**config.mk**
```make
export PLATFORM = sky130hd
export DESIGN_NAME = ordered_ring_list_with_key_ops_flat
export DESIGN_NICKNAME = d
export VERILOG_FILES = /design/src/rtl/orl_pkg.sv /design/src/rtl/orl_if.sv /design/src/rtl/orl_store.sv /design/src/rtl/orl_ctrl.sv /design/src/rtl/ordered_ring_list_with_key_ops.sv /design/src/flat_wrapper.sv
export SDC_FILE = /design/constraint.sdc
export NUM_CORES = 1
export LEC_CHECK = 0
export BUFFER_PORTS_ARGS = -buffer_cell sky130_fd_sc_hd__buf_4
export CORE_UTILIZATION = 24
export CTS_CLUSTER_DIAMETER = 150
export DETAILED_ROUTE_END_ITERATION = 10
export MAX_ROUTING_LAYER = met4
export PLACE_DENSITY_LB_ADDON = 0.08
export SLEW_MARGIN = 10
export SYNTH_ARGS = -nofsm -noshare
export SYNTH_HDL_FRONTEND = slang
export SYNTH_HIERARCHICAL = 1
export SYNTH_SLANG_ARGS = --single-unit
export TNS_END_PERCENT = 100
```
**constraint.sdc**
```tcl
create_clock -name clock -period 9.3 [get_ports clock]
set_input_delay 0.93 -clock clock [delete_from_list [all_inputs] [get_ports clock]]
set_output_delay 0.93 -clock clock [all_outputs]
set_load 0.1 [all_outputs]
```
**src/rtl/orl_pkg.sv**
```systemverilog
// Shared widths, operation and status codes, and the record type of the ring list.
package orl_pkg;

   localparam int FUNC_W   = 3;
   localparam int ID_W     = 32;
   localparam int REF_W    = 16;
   localparam int STATUS_W = 2;
   localparam int COUNT_W  = 5;

   localparam logic [FUNC_W-1:0] FUNC_APPEND  = 3'd0;
   localparam logic [FUNC_W-1:0] FUNC_PREPEND = 3'd1;
   localparam logic [FUNC_W-1:0] FUNC_REMOVE  = 3'd2;
   localparam logic [FUNC_W-1:0] FUNC_POP     = 3'd3;
   localparam logic [FUNC_W-1:0] FUNC_SEARCH  = 3'd4;
   localparam logic [FUNC_W-1:0] FUNC_NEXT    = 3'd5;
   localparam logic [FUNC_W-1:0] FUNC_LIST    = 3'd6;

   localparam logic [STATUS_W-1:0] STATUS_OK       = 2'd0;
   localparam logic [STATUS_W-1:0] STATUS_NOTFOUND = 2'd1;
   localparam logic [STATUS_W-1:0] STATUS_EMPTY    = 2'd2;
   localparam logic [STATUS_W-1:0] STATUS_FULL     = 2'd3;

   typedef struct packed {
      logic [ID_W-1:0]  ticket_id;
      logic [REF_W-1:0] customer_ref;
      logic [REF_W-1:0] ride_ref;
   } orl_rec_type;

endpackage

```
**src/rtl/orl_if.sv**
```systemverilog
// Request and response channel interfaces with valid/ready handshake.
interface orl_req_if;
   logic                        valid;
   logic                        ready;
   logic [orl_pkg::FUNC_W-1:0]  func;
   logic [orl_pkg::ID_W-1:0]    ticket_id;
   logic [orl_pkg::REF_W-1:0]   customer_ref;
   logic [orl_pkg::REF_W-1:0]   ride_ref;

   modport source (output valid, func, ticket_id, customer_ref, ride_ref, input ready);
   modport sink   (input valid, func, ticket_id, customer_ref, ride_ref, output ready);
endinterface

interface orl_rsp_if;
   logic                          valid;
   logic                          ready;
   logic [orl_pkg::STATUS_W-1:0]  status;
   logic [orl_pkg::ID_W-1:0]      found_id;
   logic [orl_pkg::REF_W-1:0]     found_customer;
   logic [orl_pkg::REF_W-1:0]     found_ride;
   logic [orl_pkg::COUNT_W-1:0]   entry_count;
   logic                          last_of_run;

   modport source (output valid, status, found_id, found_customer, found_ride, entry_count,
                   last_of_run, input ready);
   modport sink   (input valid, status, found_id, found_customer, found_ride, entry_count,
                   last_of_run, output ready);
endinterface

```
**src/rtl/orl_store.sv**
```systemverilog
// Record memory addressed by list position, mapped onto ring slots from the head.
module orl_store #(
   parameter int CAPACITY = 16
) (
   input  logic                              clock,
   input  logic [$clog2(CAPACITY)-1:0]       head,
   input  logic [$clog2(CAPACITY)-1:0]       rd_pos,
   input  logic                              wr_en,
   input  logic [$clog2(CAPACITY)-1:0]       wr_pos,
   input  orl_pkg::orl_rec_type              wr_rec,
   output orl_pkg::orl_rec_type              rd_rec
);

   localparam int SLOT_W = $clog2(CAPACITY);
   localparam logic [SLOT_W:0] CAP_EXT = (SLOT_W+1)'(CAPACITY);

   orl_pkg::orl_rec_type mem [CAPACITY];
   orl_pkg::orl_rec_type rd_rec_ff;

   logic [SLOT_W:0]   rd_sum;
   logic [SLOT_W:0]   wr_sum;
   logic [SLOT_W-1:0] rd_slot;
   logic [SLOT_W-1:0] wr_slot;

   // slot = (head + pos) mod CAPACITY; the sum stays below twice the capacity
   always_comb begin
      rd_sum = {1'b0, head} + {1'b0, rd_pos};
      wr_sum = {1'b0, head} + {1'b0, wr_pos};
      if (rd_sum >= CAP_EXT) begin
         rd_slot = SLOT_W'(rd_sum - CAP_EXT);
      end else begin
         rd_slot = rd_sum[SLOT_W-1:0];
      end
      if (wr_sum >= CAP_EXT) begin
         wr_slot = SLOT_W'(wr_sum - CAP_EXT);
      end else begin
         wr_slot = wr_sum[SLOT_W-1:0];
      end
   end

   always_ff @(posedge clock) begin
      if (wr_en) begin
         mem[wr_slot] <= wr_rec;
      end
      rd_rec_ff <= mem[rd_slot];
   end

   assign rd_rec = rd_rec_ff;

endmodule

```
**src/rtl/orl_ctrl.sv**
```systemverilog
// Operation sequencer: scans, shifts and fetches records and drives the response register.
module orl_ctrl #(
   parameter int CAPACITY = 16
) (
   input  logic                          clock,
   input  logic                          reset,
   orl_req_if.sink                       req,
   orl_rsp_if.source                     rsp,
   output logic [$clog2(CAPACITY)-1:0]   head,
   output logic [$clog2(CAPACITY)-1:0]   rd_pos,
   output logic                          wr_en,
   output logic [$clog2(CAPACITY)-1:0]   wr_pos,
   output orl_pkg::orl_rec_type          wr_rec,
   input  orl_pkg::orl_rec_type          rd_rec
);

   localparam int SLOT_W = $clog2(CAPACITY);
   localparam int CNT_W  = $clog2(CAPACITY + 1);
   localparam logic [CNT_W-1:0]  CAP_CNT  = CNT_W'(CAPACITY);
   localparam logic [CNT_W-1:0]  CNT_ONE  = CNT_W'(1);
   localparam logic [SLOT_W-1:0] SLOT_TOP = SLOT_W'(CAPACITY - 1);
   localparam logic [SLOT_W-1:0] SLOT_ONE = SLOT_W'(1);

   typedef enum logic [2:0] {
      S_IDLE,
      S_SCAN,
      S_MOVE,
      S_FETCH,
      S_CAPTURE,
      S_EMIT
   } state_type;

   state_type                       state_ff, state_in;
   logic [SLOT_W-1:0]               head_ff, head_in;
   logic [CNT_W-1:0]                occ_ff, occ_in;
   logic [CNT_W-1:0]                ptr_ff, ptr_in;
   logic                            chk_valid_ff, chk_valid_in;
   logic [CNT_W-1:0]                chk_pos_ff, chk_pos_in;
   logic [orl_pkg::FUNC_W-1:0]      func_ff, func_in;
   logic [orl_pkg::ID_W-1:0]        key_ff, key_in;
   orl_pkg::orl_rec_type            res_rec_ff, res_rec_in;
   logic [orl_pkg::STATUS_W-1:0]    res_status_ff, res_status_in;
   logic                            res_last_ff, res_last_in;

   logic                            rsp_valid_ff, rsp_valid_in;
   logic [orl_pkg::STATUS_W-1:0]    rsp_status_ff, rsp_status_in;
   orl_pkg::orl_rec_type            rsp_rec_ff, rsp_rec_in;
   logic [orl_pkg::COUNT_W-1:0]     rsp_count_ff, rsp_count_in;
   logic                            rsp_last_ff, rsp_last_in;

   logic                            mv_wr_en;
   logic                            emit_wr_en;
   logic [CNT_W-1:0]                occ_new;

   always_comb begin
      state_in      = state_ff;
      head_in       = head_ff;
      occ_in        = occ_ff;
      ptr_in        = ptr_ff;
      chk_valid_in  = chk_valid_ff;
      chk_pos_in    = chk_pos_ff;
      func_in       = func_ff;
      key_in        = key_ff;
      res_rec_in    = res_rec_ff;
      res_status_in = res_status_ff;
      res_last_in   = res_last_ff;
      rsp_valid_in  = rsp_valid_ff & ~rsp.ready;
      rsp_status_in = rsp_status_ff;
      rsp_rec_in    = rsp_rec_ff;
      rsp_count_in  = rsp_count_ff;
      rsp_last_in   = rsp_last_ff;
      mv_wr_en      = 1'b0;
      emit_wr_en    = 1'b0;
      occ_new       = occ_ff;

      unique case (state_ff)
         S_IDLE: begin
            if (req.valid) begin
               func_in       = req.func;
               key_in        = req.ticket_id;
               res_rec_in    = '{ticket_id: req.ticket_id, customer_ref: req.customer_ref,
                                 ride_ref: req.ride_ref};
               res_status_in = orl_pkg::STATUS_OK;
               res_last_in   = 1'b1;
               ptr_in        = '0;
               chk_valid_in  = 1'b0;
               state_in      = S_EMIT;
               unique case (req.func)
                  orl_pkg::FUNC_APPEND, orl_pkg::FUNC_PREPEND: begin
                     if (occ_ff >= CAP_CNT) begin
                        res_status_in = orl_pkg::STATUS_FULL;
                        res_rec_in    = '0;
                     end
                  end
                  orl_pkg::FUNC_REMOVE, orl_pkg::FUNC_SEARCH, orl_pkg::FUNC_NEXT: begin
                     if (occ_ff == '0) begin
                        res_status_in = orl_pkg::STATUS_EMPTY;
                        res_rec_in    = '0;
                     end else begin
                        state_in = S_SCAN;
                     end
                  end
                  orl_pkg::FUNC_POP, orl_pkg::FUNC_LIST: begin
                     if (occ_ff == '0) begin
                        res_status_in = orl_pkg::STATUS_EMPTY;
                        res_rec_in    = '0;
                     end else begin
                        state_in = S_FETCH;
                     end
                  end
                  default: begin
                     res_rec_in = '0;
                  end
               endcase
            end
         end

         S_SCAN: begin
            // issue one read per cycle, compare the record read the cycle before
            chk_pos_in = ptr_ff;
            if (ptr_ff < occ_ff) begin
               ptr_in       = ptr_ff + CNT_ONE;
               chk_valid_in = 1'b1;
            end else begin
               chk_valid_in = 1'b0;
            end
            if (chk_valid_ff && (rd_rec.ticket_id == key_ff)) begin
               chk_valid_in  = 1'b0;
               res_status_in = orl_pkg::STATUS_OK;
               res_rec_in    = rd_rec;
               if (func_ff == orl_pkg::FUNC_SEARCH) begin
                  state_in = S_EMIT;
               end else if (func_ff == orl_pkg::FUNC_NEXT) begin
                  // wrap from the tail back to the head
                  if (chk_pos_ff + CNT_ONE == occ_ff) begin
                     ptr_in = '0;
                  end else begin
                     ptr_in = chk_pos_ff + CNT_ONE;
                  end
                  state_in = S_FETCH;
               end else begin
                  ptr_in   = chk_pos_ff + CNT_ONE;
                  state_in = S_MOVE;
               end
            end else if (chk_valid_ff && (chk_pos_ff == occ_ff - CNT_ONE)) begin
               res_status_in = orl_pkg::STATUS_NOTFOUND;
               res_rec_in    = '0;
               state_in      = S_EMIT;
            end
         end

         S_MOVE: begin
            // close the gap: read position k, write it to k-1 in the following cycle
            chk_pos_in = ptr_ff - CNT_ONE;
            if (ptr_ff < occ_ff) begin
               ptr_in       = ptr_ff + CNT_ONE;
               chk_valid_in = 1'b1;
            end else begin
               chk_valid_in = 1'b0;
            end
            mv_wr_en = chk_valid_ff;
            if (!chk_valid_ff && (ptr_ff >= occ_ff)) begin
               state_in = S_EMIT;
            end
         end

         S_FETCH: begin
            state_in = S_CAPTURE;
         end

         S_CAPTURE: begin
            res_rec_in    = rd_rec;
            res_status_in = orl_pkg::STATUS_OK;
            res_last_in   = (func_ff != orl_pkg::FUNC_LIST) || (ptr_ff == occ_ff - CNT_ONE);
            state_in      = S_EMIT;
         end

         S_EMIT: begin
            if (!rsp_valid_ff || rsp.ready) begin
               if (res_status_ff == orl_pkg::STATUS_OK) begin
                  unique case (func_ff)
                     orl_pkg::FUNC_APPEND: begin
                        emit_wr_en = 1'b1;
                        occ_new    = occ_ff + CNT_ONE;
                     end
                     orl_pkg::FUNC_PREPEND: begin
                        emit_wr_en = 1'b1;
                        occ_new    = occ_ff + CNT_ONE;
                        head_in    = (head_ff == '0) ? SLOT_TOP : head_ff - SLOT_ONE;
                     end
                     orl_pkg::FUNC_REMOVE: begin
                        occ_new = occ_ff - CNT_ONE;
                     end
                     orl_pkg::FUNC_POP: begin
                        occ_new = occ_ff - CNT_ONE;
                        head_in = (head_ff == SLOT_TOP) ? '0 : head_ff + SLOT_ONE;
                     end
                     default: begin
                        occ_new = occ_ff;
                     end
                  endcase
               end
               occ_in        = occ_new;
               rsp_valid_in  = 1'b1;
               rsp_status_in = res_status_ff;
               rsp_rec_in    = res_rec_ff;
               rsp_count_in  = orl_pkg::COUNT_W'(occ_new);
               rsp_last_in   = res_last_ff;
               if ((func_ff == orl_pkg::FUNC_LIST) && !res_last_ff) begin
                  ptr_in   = ptr_ff + CNT_ONE;
                  state_in = S_FETCH;
               end else begin
                  state_in = S_IDLE;
               end
            end
         end

         default: begin
            state_in = S_IDLE;
         end
      endcase
   end

   always_ff @(posedge clock) begin
      if (reset) begin
         state_ff     <= S_IDLE;
         head_ff      <= '0;
         occ_ff       <= '0;
         ptr_ff       <= '0;
         chk_valid_ff <= 1'b0;
         rsp_valid_ff <= 1'b0;
      end else begin
         state_ff      <= state_in;
         head_ff       <= head_in;
         occ_ff        <= occ_in;
         ptr_ff        <= ptr_in;
         chk_valid_ff  <= chk_valid_in;
         chk_pos_ff    <= chk_pos_in;
         func_ff       <= func_in;
         key_ff        <= key_in;
         res_rec_ff    <= res_rec_in;
         res_status_ff <= res_status_in;
         res_last_ff   <= res_last_in;
         rsp_valid_ff  <= rsp_valid_in;
         rsp_status_ff <= rsp_status_in;
         rsp_rec_ff    <= rsp_rec_in;
         rsp_count_ff  <= rsp_count_in;
         rsp_last_ff   <= rsp_last_in;
      end
   end

   // memory port: shift writes and insert writes never fall in the same cycle
   assign head   = head_ff;
   assign rd_pos = ptr_ff[SLOT_W-1:0];
   assign wr_en  = mv_wr_en | emit_wr_en;
   assign wr_pos = mv_wr_en ? chk_pos_ff[SLOT_W-1:0] :
                   (func_ff == orl_pkg::FUNC_PREPEND) ? SLOT_TOP : occ_ff[SLOT_W-1:0];
   assign wr_rec = mv_wr_en ? rd_rec : res_rec_ff;

   assign req.ready          = (state_ff == S_IDLE);
   assign rsp.valid          = rsp_valid_ff;
   assign rsp.status         = rsp_status_ff;
   assign rsp.found_id       = rsp_rec_ff.ticket_id;
   assign rsp.found_customer = rsp_rec_ff.customer_ref;
   assign rsp.found_ride     = rsp_rec_ff.ride_ref;
   assign rsp.entry_count    = rsp_count_ff;
   assign rsp.last_of_run    = rsp_last_ff;

endmodule

```
**src/rtl/ordered_ring_list_with_key_ops.sv**
```systemverilog
// Ordered ring list, one request at a time. Insert, full, empty and unused-code requests go
// straight to the emit step; pop fetches the head record, captures it and emits it. Search
// reads one record a cycle until a match or the tail; next-after then fetches the record after
// the match (the head after the tail); remove shifts each later record down one position.
// List all fetches, captures and emits each record in turn; a held response stalls the emit step.
// Reset (synchronous, active high) empties the list and zeroes the head slot; memory is not cleared.
module ordered_ring_list_with_key_ops #(
   parameter int CAPACITY = 16
) (
   input  logic        clock,
   input  logic        reset,
   orl_req_if.sink     req_ch,
   orl_rsp_if.source   rsp_ch
);

   localparam int SLOT_W = $clog2(CAPACITY);

   logic [SLOT_W-1:0]     head;
   logic [SLOT_W-1:0]     rd_pos;
   logic                  wr_en;
   logic [SLOT_W-1:0]     wr_pos;
   orl_pkg::orl_rec_type  wr_rec;
   orl_pkg::orl_rec_type  rd_rec;

   orl_ctrl #(
      .CAPACITY (CAPACITY)
   ) u_ctrl (
      .clock  (clock),
      .reset  (reset),
      .req    (req_ch),
      .rsp    (rsp_ch),
      .head   (head),
      .rd_pos (rd_pos),
      .wr_en  (wr_en),
      .wr_pos (wr_pos),
      .wr_rec (wr_rec),
      .rd_rec (rd_rec)
   );

   orl_store #(
      .CAPACITY (CAPACITY)
   ) u_store (
      .clock  (clock),
      .head   (head),
      .rd_pos (rd_pos),
      .wr_en  (wr_en),
      .wr_pos (wr_pos),
      .wr_rec (wr_rec),
      .rd_rec (rd_rec)
   );

endmodule

```
**src/flat_wrapper.sv**
```systemverilog
// flat-port wrapper written by rule: the top's interface ports become plain ports
module ordered_ring_list_with_key_ops_flat 
#(
   parameter int CAPACITY = 16
)
  (clock, reset, req_ch_valid, req_ch_func, req_ch_ticket_id, req_ch_customer_ref, req_ch_ride_ref, req_ch_ready, rsp_ch_valid, rsp_ch_status, rsp_ch_found_id, rsp_ch_found_customer, rsp_ch_found_ride, rsp_ch_entry_count, rsp_ch_last_of_run, rsp_ch_ready);
  orl_req_if req_ch_i ();
  orl_rsp_if rsp_ch_i ();
  input  logic clock;
  input  logic reset;
  input wire logic [$bits(req_ch_i.valid)-1:0] req_ch_valid;
  input wire logic [$bits(req_ch_i.func)-1:0] req_ch_func;
  input wire logic [$bits(req_ch_i.ticket_id)-1:0] req_ch_ticket_id;
  input wire logic [$bits(req_ch_i.customer_ref)-1:0] req_ch_customer_ref;
  input wire logic [$bits(req_ch_i.ride_ref)-1:0] req_ch_ride_ref;
  output wire logic [$bits(req_ch_i.ready)-1:0] req_ch_ready;
  output wire logic [$bits(rsp_ch_i.valid)-1:0] rsp_ch_valid;
  output wire logic [$bits(rsp_ch_i.status)-1:0] rsp_ch_status;
  output wire logic [$bits(rsp_ch_i.found_id)-1:0] rsp_ch_found_id;
  output wire logic [$bits(rsp_ch_i.found_customer)-1:0] rsp_ch_found_customer;
  output wire logic [$bits(rsp_ch_i.found_ride)-1:0] rsp_ch_found_ride;
  output wire logic [$bits(rsp_ch_i.entry_count)-1:0] rsp_ch_entry_count;
  output wire logic [$bits(rsp_ch_i.last_of_run)-1:0] rsp_ch_last_of_run;
  input wire logic [$bits(rsp_ch_i.ready)-1:0] rsp_ch_ready;
  assign req_ch_i.valid = req_ch_valid;
  assign req_ch_i.func = req_ch_func;
  assign req_ch_i.ticket_id = req_ch_ticket_id;
  assign req_ch_i.customer_ref = req_ch_customer_ref;
  assign req_ch_i.ride_ref = req_ch_ride_ref;
  assign req_ch_ready = req_ch_i.ready;
  assign rsp_ch_valid = rsp_ch_i.valid;
  assign rsp_ch_status = rsp_ch_i.status;
  assign rsp_ch_found_id = rsp_ch_i.found_id;
  assign rsp_ch_found_customer = rsp_ch_i.found_customer;
  assign rsp_ch_found_ride = rsp_ch_i.found_ride;
  assign rsp_ch_entry_count = rsp_ch_i.entry_count;
  assign rsp_ch_last_of_run = rsp_ch_i.last_of_run;
  assign rsp_ch_i.ready = rsp_ch_ready;
  ordered_ring_list_with_key_ops #(.CAPACITY(CAPACITY)) u_core (.clock(clock), .reset(reset), .req_ch(req_ch_i), .rsp_ch(rsp_ch_i));
endmodule
```
Word level (Yosys, flattened, before mapping) --
Memories as Yosys holds them, arrays and structs flattened. A register that Yosys moved wholly into a read port is not among the register bits. Cells that the tools add are included.
Storage, ports and cells: register bits after elaboration 198, bits in latches 0, memory bits (writable) 1024, bits in read-only memories 0, input bits 71, memories kept 1
Cells by class: $add $sub $neg 11, $mul 0, div/mod/pow operators 0, magnitude comparators 5, equal/unequal tests 28, shift operators 0, mux-type cells 61, bitwise logic cells 4, reduce and logical (&&, ||, !) cells 37
Memories:
- u_core.u_store.mem | depth 16, width 64, read ports 1, clocked after memory_dff 1, write ports 1, RTL line orl_store.sv:17 | orl_pkg::orl_rec_type mem [CAPACITY];
Operators with widths (number):
- $mux W64 | 6
- $pmux W64 S3 | 1
- $pmux W64 S2 | 1
- $mux W5 | 9
- $eq A32 B32 Y1 | 1
- $eq A3 B3 Y1 const B | 8
- $mux W3 | 8
- $mux W4 | 6
- $pmux W5 S2 | 2
- $pmux W5 S4 | 1
- $eq A3 B2 Y1 const B | 6
- $pmux W3 S6 | 1
- $reduce_and A4 Y1 | 4
- $add A5 B1 Y5 const B | 3
- $eq A5 B5 Y1 | 3
- $ge A5 B5 Y1 const B | 3
- $mux W1 | 14
- $mux W2 | 6
- $sub A4 B1 Y4 const B | 3
- $add A4 B4 Y5 | 2
- $sub A5 B1 Y5 const B | 2
- $eq A3 B1 Y1 const B | 3
- $logic_not A3 Y1 | 3
- $reduce_and A3 Y1 | 3
- other kinds (28) | 47

Longest topological paths before layout --
word-level depth 9, mapped depth 12, depth with buffers taken out 9

Modules after synthesis --
The synthesis kept the hierarchy.
By module, submodules not included:
- orl_store | times used 1, cells an instance 1891, area each 41093.2 um^2
- orl_ctrl | times used 1, cells an instance 703, area each 9616.7 um^2

Least setup slack after synthesis --
Ideal clock, no wire load.
path type register to register, from reg u_core.u_ctrl.state_ff[2], to mem u_core/u_store/mem[0][0] (netlist name), enable pin, library setup time 565 ps, arrival 6944 ps, required time 8735 ps, setup slack 1791 ps, stages on the path, launching flop included 11, buffers on the path 3, clock period less this slack 7509 ps, cell sequence dfxtp_1 buf_6 nor2_1 and3_1 clkbuf_1 clkbuf_1 o21ai_0 ha_1 fa_1 or3b_2 nor3_1
On the way: longest elaborated chain between the ends 6
Ends and longest elaborated chain:
- from (decl) | RTL line orl_ctrl.sv:33 | state_type state_ff, state_in;
- from (signal assigned) | RTL line orl_ctrl.sv:233 | state_ff <= state_in;
- $eq A3 B2 Y1 (*) | RTL line orl_ctrl.sv:76 | unique case (state_ff)
- $mux W1 (*) | RTL line orl_ctrl.sv:76
- $mux W4 (*) | RTL line orl_ctrl.sv:256 | assign wr_pos = mv_wr_en ? chk_pos_ff[SLOT_W-1:0] :
- via u_core.wr_pos[0] | RTL line ordered_ring_list_with_key_ops.sv:21 | logic [SLOT_W-1:0] wr_pos;
- $add A4 B4 Y5 (*) | RTL line orl_store.sv:28 | wr_sum = {1'b0, head} + {1'b0, wr_pos};
- $sub A4 B1 Y4 / $ge A5 B5 Y1 (equally long branches) | RTL line orl_store.sv:35, orl_store.sv:34
- $mux W4 (*) | RTL line orl_store.sv:34 | if (wr_sum >= CAP_EXT) begin
- to (decl) | RTL line orl_store.sv:17
The timed path passes the listed nets; every way through them passes the cells marked *.

Worst setup path in the final report --
from reg u_core.u_ctrl.state_ff[1], to mem u_core/u_store/mem[6][0] (netlist name), enable pin
The elaborated chain is that of the path after synthesis.

==> run_summary.xml <==
<?xml version="1.0" encoding="UTF-8"?>
<metrics>
  <group name="grt">
    <metric name="grt-ovfl-total" unit="">0</metric>
    <metric name="grt_pass1_wl" unit="mm">231.3</metric>
    <metric name="grt_use_total" unit="%">16.16</metric>
    <metric name="grt_start_max_net_pins" unit="">129</metric>
    <metric name="vias_in_the_first_global_route" unit="">27390</metric>
    <metric name="grt_antenna_before_repair" unit="">13</metric>
  </group>
  <group name="clock_tree">
    <metric name="cts_resized" unit="">0</metric>
    <metric name="numCtsBuffers" unit="">151</metric>
    <metric name="clk_latency" unit="ns">0.80</metric>
    <metric name="cts_max_path_buffers" unit="">3</metric>
    <metric name="clock_tree_from_tritoncts" unit="">built</metric>
    <metric name="htree_levels" unit="">4</metric>
    <metric name="post-cts-setup-buffers" unit="">0</metric>
    <metric name="clk_transition_reported_paths" unit="ns">0.07</metric>
    <metric name="postCtsHoldBufs" unit="">0</metric>
    <metric name="clock-root-buffer" unit="">clkbuf_16</metric>
    <metric name="cts_sinks" unit="">1286</metric>
  </group>
  <group name="sta">
    <metric name="holdWs" unit="ns">0.3203</metric>
    <metric name="timing.final.crit_period" unit="ns">5.602</metric>
    <metric name="unrepaired_setup_endpoints_after_global_routing" unit="">false</metric>
    <metric name="tns" unit="ns">0</metric>
    <metric name="layout_worst_path_cycle_share" unit="%">60.23</metric>
    <metric name="tightestPinTransition" unit="ns">1.122</metric>
    <metric name="maxSlewViolCount" unit="">0</metric>
    <metric name="clock.fmax" unit="MHz">178.5</metric>
    <metric name="final_count_of_hold_timing_violations" unit="">0</metric>
    <metric name="final_worst_clock_skew" unit="ns">0.03054</metric>
    <metric name="setup_viol_count_final" unit="">0</metric>
    <metric name="max_slew_margin" unit="%">24.68</metric>
  </group>
  <group name="logic_synthesis">
    <metric name="avgSynthCellArea" unit="sq um">19.55</metric>
    <metric name="postSynth.topFlopCell" unit="">edfxtp_1</metric>
    <metric name="yosysUniqueCellTypes" unit="">74</metric>
    <metric name="number_of_synthesized_flops_with_an_enable_pin" unit="">1203</metric>
    <metric name="synth_fp_nets" unit="">2687</metric>
    <metric name="async_flop_share" unit="%">0</metric>
    <metric name="yosysWarnings" unit="">6</metric>
    <metric name="synth_sequential_area_ratio" unit="%">74.51</metric>
    <metric name="post_synth_inst_count" unit="">2594</metric>
    <metric name="synth.ff_latch_count" unit="">1286</metric>
    <metric name="total_standard_cell_area_after_synthesis" unit="sq mm">0.05071</metric>
  </group>
  <group name="critical_path">
    <metric name="worst_path_fanout_max" unit="">41</metric>
    <metric name="cpMaxStageDelayCell" unit="">and3_4</metric>
    <metric name="worst_setup_path_start_kind" unit="">flop</metric>
    <metric name="worstPathCellList" unit="">and3_4 &gt; o21ai_0 &gt; ha_1 &gt; a21o_1 &gt; a21oi_1 &gt; xor2_1 &gt; nor3_2 &gt; buf_4 &gt; buf_4</metric>
    <metric name="critPathMaxStageDelay" unit="ns">0.86</metric>
    <metric name="worstPathArrival" unit="ns">6.02</metric>
    <metric name="critPathRequiredTime" unit="ns">9.72</metric>
    <metric name="cpMostUsedCell" unit="">buf_4</metric>
    <metric name="path_class" unit="">reg -&gt; reg</metric>
    <metric name="worst_setup_path_end_kind" unit="">flop</metric>
  </group>
  <group name="floorplanning">
    <metric name="die_height" unit="um">461.7</metric>
    <metric name="die-width" unit="um">461.7</metric>
    <metric name="io_pins" unit="">145</metric>
    <metric name="die_area" unit="sq mm">0.2131</metric>
    <metric name="core.rowCount" unit="">168</metric>
    <metric name="start_util" unit="%">24.17</metric>
    <metric name="design.core.area" unit="sq mm">0.2098</metric>
  </group>
  <group name="routing">
    <metric name="route.antenna.remaining_nets" unit="">0</metric>
    <metric name="1st_iter_drt_viols" unit="">2198</metric>
    <metric name="wirelength" unit="mm">167.3</metric>
    <metric name="drc_errors" unit="">0</metric>
    <metric name="routed_via_density" unit="">4.591</metric>
    <metric name="wire_per_inst" unit="um">29.17</metric>
    <metric name="routed-via-count" unit="">26330</metric>
    <metric name="drt-pass1-iter-count" unit="">5</metric>
  </group>
  <group name="power_and_ir_drop">
    <metric name="pwr_density_cell" unit="mW/mm^2">258.7</metric>
    <metric name="static-leakage-power" unit="uW">0.01860</metric>
    <metric name="vdd_drop_max" unit="mV">0.1872</metric>
  </group>
  <group name="hold_path">
    <metric name="worstHoldPathType" unit="">in -&gt; reg</metric>
  </group>
  <group name="layout">
    <metric name="layout_cell_share_with_drive_strength_beyond_1" unit="%">27.30</metric>
    <metric name="layout_area_growth_over_synthesis" unit="%">18.31</metric>
    <metric name="finish.net_count" unit="">2885</metric>
  </group>
  <group name="place">
    <metric name="io_buffer_count" unit="">144</metric>
    <metric name="dp_hpwl" unit="mm">101.7</metric>
    <metric name="routability_congestion_estimate_from_global_placement" unit="">0.7665</metric>
  </group>
  <group name="run_status">
    <metric name="run_status" unit="">completed</metric>
  </group>
  <group name="job">
    <metric name="max_cap_viol_count" unit="">0</metric>
  </group>
</metrics>
==> sequential cells by signal, indices dropped and copies added, names as in the netlist <==
register                          flops
u_core/u_ctrl/chk_pos_ff              5
u_core/u_ctrl/chk_valid_ff            1
u_core/u_ctrl/func_ff                 3
u_core/u_ctrl/head                    4
u_core/u_ctrl/key_ff                 32
u_core/u_ctrl/occ_ff                  5
u_core/u_ctrl/ptr_ff                  5
u_core/u_ctrl/res_last_ff             1
u_core/u_ctrl/res_rec_ff             64
u_core/u_ctrl/res_status_ff           2
u_core/u_ctrl/rsp.entry_count         5
u_core/u_ctrl/rsp.found_customer     16
u_core/u_ctrl/rsp.found_id           32
u_core/u_ctrl/rsp.found_ride         16
u_core/u_ctrl/rsp.last_of_run         1
u_core/u_ctrl/rsp.status              2
u_core/u_ctrl/rsp.valid               1
u_core/u_ctrl/state_ff                3
u_core/u_store/mem                 1024
u_core/u_store/rd_rec                64
==> power breakdown <==
group          internal (uW)  switching, uW  leakage [uW]
Clock                   3500           2460       0.00242
Sequential              7010            183        0.0116
Combinational            667           1700       0.00458
==> cell families (layout without fill, tap and decap cells) <==
kind of cell             after synthesis  in the layout  synth area share (%)
XOR/XNOR                              73             73                 1.313
multiplexers                         324            324                 12.87
AO/OA/AOI/OAI                        350            350                 5.349
other                                  0             10                     0
AND/OR/NAND/NOR                      360            360                 3.185
buffers and inverters                179            504                 2.196
flip-flops                          1286           1286                 74.51
adder cells (fa/ha/maj)               22             22                0.5724
==> layout make-up <==
type,count,area [sq um]
clock inverters,69,793.3
inverters,17,63.81
well taps,2805,3510
multi-input cells,1129,12010
diodes,10,25.02
clock buffers,211,4184
repair buffers,207,1624
flip-flops and latches,1286,37790
fillers,20910,149800
==> critical path: cells and delay by family, from the launching register on <==
| family | cells | cell delay (ns) |
|---|---|---|
| flip-flops | 1 | 0.70 |
| adder cells (fa/ha/maj) | 1 | 0.36 |
| buffers and inverters | 2 | 1.11 |
| XOR/XNOR | 1 | 0.35 |
| AND/OR/NAND/NOR | 2 | 1.70 |
| AO/OA/AOI/OAI | 3 | 0.88 |
==> per-layer routing <==
layer | up-vias | routed length (um) | part of all wire (%) | GRT usage, %
li1 | 11060 | - | - | -
met1 | 14420 | 83330 | 50 | 23.73
met2 | 658 | 72610 | 43 | 23.05
met3 | 195 | 8114 | 4.9 | 2.794
met4 | 0 | 3219 | 1.9 | 3.711
met5 | - | 0 | 0 | -
==> stage by stage <==
stage | area (sq um) | total power (uW) | worst slack (ns) | utilization [%] | std cells
2_1_floorplan | 50710 | 8722 | 1.791 | - | 2594
3_3_place_gp | 54960 | 9690 | 3.562 | 26.20 | 5443
4_1_cts | 59970 | 15770 | 3.462 | 28.59 | 5724
5_1_grt | 59970 | 16080 | 3.274 | 28.59 | 5724
6_report | 59990 | 15520 | 3.698 | 28.60 | 5734
3_5_place_dp | 54990 | 9729 | 3.533 | 26.21 | 5444
==> layout by cell type (no fill, tap or decap), types with 5 or more instances in the layout <==
master     Yosys  final
edfxtp_1    1203   1203
mux4_2       256    256
nand2_1      227    227
buf_4          7    202
clkbuf_16      0    151
o211ai_1     131    131
dfxtp_1       83     83
mux2_2        64     64
a211o_1       64     64
a22o_1        60     60
xnor2_1       51     49
clkbuf_1      65     42
nor2_1        34     33
o21ai_0       24     24
a21oi_1       26     23
clkinv_2       0     19
xor2_1        20     19
ha_1          20     19
clkbuf_8       0     18
nand3_1       18     18
clkinv_1       0     17
inv_1         17     17
nor3_2         1     17
bufinv_16      0     12
nand4_1       11     11
diode_2        0     10
a21o_1         8      8
inv_6          0      7
nor3_1        23      7
nand3b_1       6      6
clkinv_8       0      5
==> cell usage after synthesis (23+ instances only) <==
cell type / number / area share (%)
o211ai_1: 131 / 1.9
nor3_1: 23 / 0.23
dfxtp_1: 83 / 3.3
a211o_1: 64 / 1.1
xnor2_1: 51 / 0.88
a21oi_1: 26 / 0.26
mux2_2: 64 / 1.4
o21ai_0: 24 / 0.24
nand2_1: 227 / 1.7
buf_2: 37 / 0.37
edfxtp_1: 1203 / 71
buf_6: 35 / 0.78
a22o_1: 60 / 1.0
clkbuf_1: 65 / 0.48
mux4_2: 256 / 11
nor2_1: 34 / 0.25
==> final timing paths <==
check | endpoint | slack [ns] | cells past startpoint | startpoint
worst min-delay path | u_core/u_ctrl/key_ff[4] | 0.32 | 1 | req_ch_ticket_id[4]
worst min register to register | u_core/u_ctrl/rsp.found_id[0] | 0.45 | 0 | u_core/u_ctrl/res_rec_ff[32]
worst max-delay path | u_core/u_store/mem[6][0] | 3.70 | 9 | u_core/u_ctrl/state_ff[1]
worst max register to register | u_core/u_store/mem[6][0] | 3.70 | 9 | u_core/u_ctrl/state_ff[1]
No activity file was read; power rests on OpenSTA's default activity.
